### config.mk
export PLATFORM = sky130hd
export DESIGN_NAME = rdcc_tally
export DESIGN_NICKNAME = d
export VERILOG_FILES = /design/src/rtl/core/rdcc_pkg.sv /design/src/rtl/core/rdcc_tally.sv
export SDC_FILE = /design/constraint.sdc
export NUM_CORES = 1
export LEC_CHECK = 0
export ABC_AREA = 1
export BUFFER_PORTS_ARGS = -buffer_cell sky130_fd_sc_hd__buf_2
export CORE_UTILIZATION = 30
export DETAILED_ROUTE_END_ITERATION = 10
export GPL_TIMING_DRIVEN = 0
export PLACE_DENSITY = 0.57
export SLEW_MARGIN = 5
export SYNTH_ARGS = -nofsm -noshare
export SYNTH_HDL_FRONTEND = slang
export SYNTH_SLANG_ARGS = --single-unit
### constraint.sdc
create_clock -name i_clk -period 4 [get_ports i_clk]
set_input_delay 0.4 -clock i_clk [delete_from_list [all_inputs] [get_ports i_clk]]
set_output_delay 0.4 -clock i_clk [all_outputs]
set_load 0.02 [all_outputs]
### src/rtl/core/rdcc_pkg.sv
// Shared constants, codes and types of the rectangle distinct-color counter.
// Depends on nothing; every other file of the block except rdcc_ram imports it.
package rdcc_pkg;

    localparam int MAX_POINTS     = 1024;
    localparam int COLOR_COUNT    = 256;
    localparam int COORD_BITS     = 16;
    localparam int COLOR_BITS     = 8;
    localparam int MODE_BITS      = 2;
    localparam int OUT_BITS       = 9;
    localparam int ADDR_BITS      = $clog2(MAX_POINTS);
    localparam int CNT_BITS       = $clog2(MAX_POINTS + 1);
    localparam int COLOR_IDX_BITS = $clog2(COLOR_COUNT);

    localparam logic [MODE_BITS-1:0] MODE_CLEAR = 2'd0;
    localparam logic [MODE_BITS-1:0] MODE_LOAD  = 2'd1;
    localparam logic [MODE_BITS-1:0] MODE_QUERY = 2'd2;

    typedef logic signed [COORD_BITS-1:0] t_coord;

    typedef struct packed {
        t_coord                x;
        t_coord                y;
        logic [COLOR_BITS-1:0] color;
    } t_point;

    typedef struct packed {
        t_coord x_low;
        t_coord x_high;
        t_coord y_low;
        t_coord y_high;
    } t_rect;

    // Control from the sequencer to the tally unit.
    typedef struct packed {
        logic clear;
        logic hit_vld;
    } t_tally_ctl;

endpackage

### src/rtl/core/rdcc_tally.sv
// Shared compare unit and color-seen map: tests one point a cycle against the
// rectangle and counts first sightings of each color. Depends on rdcc_pkg.
module rdcc_tally (
    input  logic                           i_clk,
    input  logic                           i_rst_n,
    input  rdcc_pkg::t_tally_ctl           i_ctl,
    input  rdcc_pkg::t_point               i_point,
    input  rdcc_pkg::t_rect                i_rect,
    output logic [rdcc_pkg::OUT_BITS-1:0]  o_count
);
    import rdcc_pkg::*;

    logic [COLOR_COUNT-1:0]    r_seen;
    logic [COLOR_COUNT-1:0]    n_seen;
    logic [OUT_BITS-1:0]       r_count;
    logic [OUT_BITS-1:0]       n_count;
    logic                      in_rect;
    logic                      in_range;
    logic                      hit;
    logic [COLOR_IDX_BITS-1:0] idx;

    // Signed compares on both axes; an inverted bound simply never matches.
    assign in_rect = (i_point.x >= i_rect.x_low) && (i_point.x <= i_rect.x_high) &&
                     (i_point.y >= i_rect.y_low) && (i_point.y <= i_rect.y_high);
    assign in_range = (32'(i_point.color) < COLOR_COUNT);
    assign idx      = COLOR_IDX_BITS'(i_point.color);
    assign hit      = i_ctl.hit_vld && in_rect && in_range && !r_seen[idx];

    always_comb begin
        n_seen  = r_seen;
        n_count = r_count;
        if (i_ctl.clear) begin
            n_seen  = '0;
            n_count = '0;
        end else if (hit) begin
            n_seen[idx] = 1'b1;
            if (r_count != '1) begin
                n_count = r_count + 1'b1;
            end
        end
    end

    always_ff @(posedge i_clk) begin
        if (!i_rst_n) begin
            r_seen  <= '0;
            r_count <= '0;
        end else begin
            r_seen  <= n_seen;
            r_count <= n_count;
        end
    end

    assign o_count = r_count;
endmodule
==> run metrics, run 1 <==
status=finished, final reports clean; total congestion overflow=0; PD cells=374.7 mW/mm²; first-pass GRT wire length=about 82000 µm; nets=between 2000 and 2500; Critical Path Max Stage Delay=0.93 ns; core area=between 0.04 and 0.05 mm²; P&R area growth vs syn=16.13%; YS warnings=0; share of flip-flops with an asynchronous set or reset=0; initial antenna violation count=0; fin crit share=0.9682; Crit-path slowest cell=clkbuf_1; vias per cell=5.162; clk_lat worst skew=0.57 ns; Setup Buffers After CTS=0; area of the die=around 0.05 mm²; Final Hold Viols=0; final slew viol count=0; final clock skew=around 0.014 ns; Die Y=222.4 µm; I/O pin count=around 120; largest net degree at the start of global routing=15; crit-path cells=buf_2, inv_1, nor2_1, clkbuf_1, inv_1, nor2_1, clkbuf_1, nand4_1, a21oi_1; most common cell after layout, fill and taps aside=nand2_1; clk root buf=clkbuf_16; Final HPWL DP=36990 µm; antenna-violating nets left=0; Total Routing Usage GR=0.2149; CTS tree=built; register area share after synthesis=0.3640; commonest register cell after synthesis=dfxtp_1; Max rail drop VDD=approximately 240 µV; Post-Synthesis Cells=roughly 2200; most frequent cells in the layout=464 x nand2_1, 353 x inv_1, 297 x a21oi_1; Inserted Clock Buffers=31; detailed-router iteration count before antenna repair=6; post-layout power=0.006342 W; Netlist cell types=29; post-CTS sizing=0; Total Wirelength=54240 µm; RSZ-0062 raised after global routing=false; vias in the first global route=around 14000; die width=approximately 220 µm; # clock sinks=265; fmax=0.2582 GHz; Port Buffers=114; Synthesized Nets=2328; DP Area=roughly 0.016 mm²; Pleak=between 6 and 7 nW; H-tree levels=1; final setup vio count=0; cts hold-fix bufs=0; Worst Path Max Fanout=10; via count=15170; Routability Congestion=0.8951; Startpoint Class=input pin; Slew headroom=0.1281; CP arrival=4.37 ns; Setup CP Type=input pin to flop; Max clock buf depth=3; post-route cell area=around 0.017 mm²; Avg WL per Cell=18.46 µm; post-synthesis register bit count=between 200 and 300; Synth Area per Inst=6.766 µm²; crit path time final=3.873 ns; Std-Cell Rows=80; share of layout cells above drive strength 1=0.1071; Hold Path Class=input pin to flop; number of diodes=0; Worst Setup End Kind=flop; worst path required time=4.50 ns; synthesized cell area=between 0.01 and 0.015 mm²; EDFF count, synth=0; Tightest Pin Transition=around 1.3 ns; Residual DRC=0; Worst-path clk slew=0.06 ns; Initial DRC Count=1638; max_cap viols=0; initial core utilization=0.3046
## metrics by stage
step,cells,utilization,TNS (ns),setup WS (ns),hold WS (ns)
2_1_floorplan,2154,-,0,1.736,0.4300
3_3_place_gp,2883,0.3326,-6.185,-0.2364,0.4365
3_5_place_dp,2883,0.3326,-4.917,-0.2602,0.4399
4_1_cts,2939,0.3537,0,0.3454,0.1060
5_1_grt,2939,0.3537,0,0.06629,0.1201
6_report,2939,0.3537,0,0.1271,0.1209
## metal layers
metal / vias to the layer above / wire length (µm) / track usage
li1: 7399 / - / -
met1: 6966 / 23020 / 0.2846
met2: 655 / 24230 / 0.3511
met3: 151 / 4451 / 0.02764
met4: 0 / 2545 / 0.08988
met5: - / 0 / 0
## cells in the mapped netlist (22+ instances only)
| cell type | number | share of area |
|---|---|---|
| nand2_1 | 464 | 0.12 |
| dfxtp_1 | 265 | 0.36 |
| nand3_1 | 61 | 0.021 |
| ha_1 | 66 | 0.057 |
| o21ai_1 | 35 | 0.012 |
| clkbuf_1 | 81 | 0.021 |
| o21ai_0 | 32 | 0.011 |
| buf_2 | 40 | 0.014 |
| buf_4 | 22 | 0.011 |
| a21oi_1 | 297 | 0.10 |
| nor2_1 | 103 | 0.027 |
| inv_1 | 353 | 0.091 |
| nand4_1 | 293 | 0.13 |
## kinds of logic after synthesis
family                   count (synthesis)  synth area share
flip-flops                             265            0.3640
AO/OA/AOI/OAI                          369            0.1275
adder cells (fa/ha/maj)                 66           0.05666
buffers and inverters                  518            0.1510
AND/OR/NAND/NOR                        930            0.2972
XOR/XNOR                                 6          0.003606
## flip-flops by register name, indices dropped and copies added (netlist names)
signal and flops:
o_count 9, r_seen 256
## power breakdown
part           internal, W  leakage, nW  switching, W
logic             0.000229         3.82      0.000647
clock network      0.00166        0.500       0.00116
registers          0.00264         2.13   0.000000332
total              0.00453         6.46       0.00181
## critical path: cells and delay by family
| family | cells | cell delay [ns] |
|---|---|---|
| buf+inv | 5 | 2.05 |
| simple gates | 3 | 1.72 |
| compound gates | 1 | 0.17 |
## final timing paths
kind | cells past startpoint | start | slack (ns) | endpoint
max | 9 | i_point[2] | 0.13 | r_seen[183]$_SDFFE_PP0P_
min reg2reg | 2 | r_seen[37]$_SDFFE_PP0P_ | 0.45 | r_seen[37]$_SDFFE_PP0P_
max reg2reg | 17 | r_seen[103]$_SDFFE_PP0P_ | 1.51 | r_seen[106]$_SDFFE_PP0P_
min | 4 | i_ctl[1] | 0.12 | o_count[0]$_SDFFE_PP0P_
## layout make-up
type / count / area (µm²)
plain buffers: 162 / 864.6
well taps: 615 / 769.5
clock buffers: 48 / 939.7
inverters: 356 / 1336
multi-input cells: 1371 / 7068
repair buffers: 114 / 570.5
flip-flops and latches: 265 / 5305
clock inverters: 8 / 71.32
fillers: 5147 / 30920
No activity file was read; power rests on OpenSTA's default activity.
==> run 2, diff against run 1 <==
Settings changed: RECOVER_POWER set to 100, SETUP_SLACK_MARGIN set to 0.3.
==> run metrics, run 2 (synthesized netlist as in run 1, its figures left out) <==
placed insts=2883; fmax=around 0.28 GHz; die width=222.4 µm; vias per cell=5.178; cts hold-fix bufs=0; Inserted Clock Buffers=31; Worst Setup End Kind=flop; non-filler cells, final=2939; area of the die=approximately 0.05 mm²; Bufs and invs on worst path=6; Startpoint Class=input pin; Avg WL per Cell=18.50 µm; status=finished, final reports clean; vias in the first global route=14390; H-tree levels=1; final setup vio count=0; Port Buffers=114; antenna-violating nets left=0; initial core utilization=0.3046; I/O pin count=~120; detailed-router iteration count before antenna repair=6; total congestion overflow=0; final slew viol count=0; crit-path cells=clkbuf_1, inv_1, nand2_1, inv_1, clkbuf_1, nand2_1, nand2_1, nor2_1, nor2_1, nor2_1, nand2_1, nand2_1, nand2_1, nor2_1, clkbuf_1, clkbuf_1, nand4_1, a21oi_1; CP top delay family=buffers and inverters; via count=approximately 15000; Critical Path Max Stage Delay=0.68 ns; Worst-path clk slew=approximately 0.060 ns; Slew headroom=0.1200; Max clock buf depth=3; number of flip-flops in the largest register=256; Total Wirelength=54390 µm; most common cell after layout, fill and taps aside=nand2_1; Residual DRC=0; Setup CP Type=input pin to flop; final clock skew=0.01248 ns; share of layout cells above drive strength 1=0.09380; P&R area growth vs syn=15.68%; multi-input combinational cell area=0.007058 mm²; Worst Path Max Fanout=10; register area=0.005305 mm²; max_cap viols=0; DP Area=0.01591 mm²; CP arrival=4.07 ns; first-pass GRT wire length=82410 µm; Layout Utilization=0.3524; flop2flop setup slack=0.93 ns; Crit-path slowest cell=clkbuf_1; post-route cell area=between 0.015 and 0.02 mm²; Total Routing Usage GR=0.2149; largest net degree at the start of global routing=15; PD cells=375.9 mW/mm²; Hold WS=0.1264 ns; fillcell total=5169; crit path time final=roughly 3.6 ns; fin crit share=0.8941; Final HPWL DP=36990 µm; Die Y=222.4 µm; Tightest Pin Transition=about 1.3 ns; clk root buf=clkbuf_16; # clock sinks=265; clk_lat worst skew=0.57 ns; CTS tree=built; Most Frequent Cell on Critical Path=nand2_1; worst path required time=4.49 ns; Top reg by flops=r_seen; core area=0.04785 mm²; Std-Cell Rows=80; Initial DRC Count=1628; Pleak=6.340 nW; RSZ-0062 raised after global routing=false; Max rail drop VDD=238.3 µV; setup TNS=0 ns; most frequent cells in the layout=464 x nand2_1, 353 x inv_1, 297 x a21oi_1; Hold Path Class=input pin to flop; initial antenna violation count=0; Final Hold Viols=0; Routability Congestion=0.8951; number of diodes=0; nets=approximately 2500
[run 2: changes by cell type in the layout (fill, tap and decap cells not counted), sizes merged]
cell,before,now
buf,194,162
clkbuf,130,162
[run 2: worst paths after layout]
check / start / end / depth (start not counted)
worst max-delay path: i_point[2] / r_seen[175]$_SDFFE_PP0P_ / 18
worst min-delay path: i_ctl[1] / o_count[0]$_SDFFE_PP0P_ / 4
worst max register to register: r_seen[109]$_SDFFE_PP0P_ / r_seen[175]$_SDFFE_PP0P_ / 17
worst min register to register: r_seen[36]$_SDFFE_PP0P_ / r_seen[36]$_SDFFE_PP0P_ / 2
[run 2: per-stage QoR]
stage,total power [W],setup slack [ns]
6_report,0.006338,0.4237
3_3_place_gp,0.003540,-0.2364
3_5_place_dp,0.003553,-0.2602
5_1_grt,0.006517,0.2646
2_1_floorplan,0.003215,1.736
4_1_cts,0.006346,0.3454
[run 2: layout make-up]
class                           instances  area share
Clock buffer                           48     0.05573
Timing Repair Buffer                  114     0.03310
Tap cell                              615     0.04564
Buffer                                162     0.04876
Sequential cell                       265      0.3147
Clock inverter                          8    0.004230
Inverter                              356     0.07926
Multi-Input combinational cell       1371      0.4186
[run 2: tightest hold or removal path, cell delays in order]
cell	delay, ns
buf_2	0.08
nor2_1	0.07
nand2_1	0.07
nor2_1	0.03
[run 2: timing repair]
item | CTS | global route
endpoints found under the hold margin | 0 | 0
resized for setup | 0 | 7
setup buffers | 0 | 0
setup endpoints to repair | 0 | 24
[run 2: power breakdown]
part / internal, W / switching [W] / leakage [nW]
logic: 0.000215 / 0.000649 / 3.71
registers: 0.00264 / 0.000000340 / 2.13
clock network: 0.00166 / 0.00117 / 0.500
[run 2: per-layer routing]
layer	track usage	vias up	part of all wire	wire length (µm)
met5	0	-	0	0
met4	0.08988	0	0.045	2422
met3	0.02764	150	0.080	4360
met2	0.3511	650	0.45	24340
met1	0.2846	7007	0.43	23270
li1	-	7411	-	-
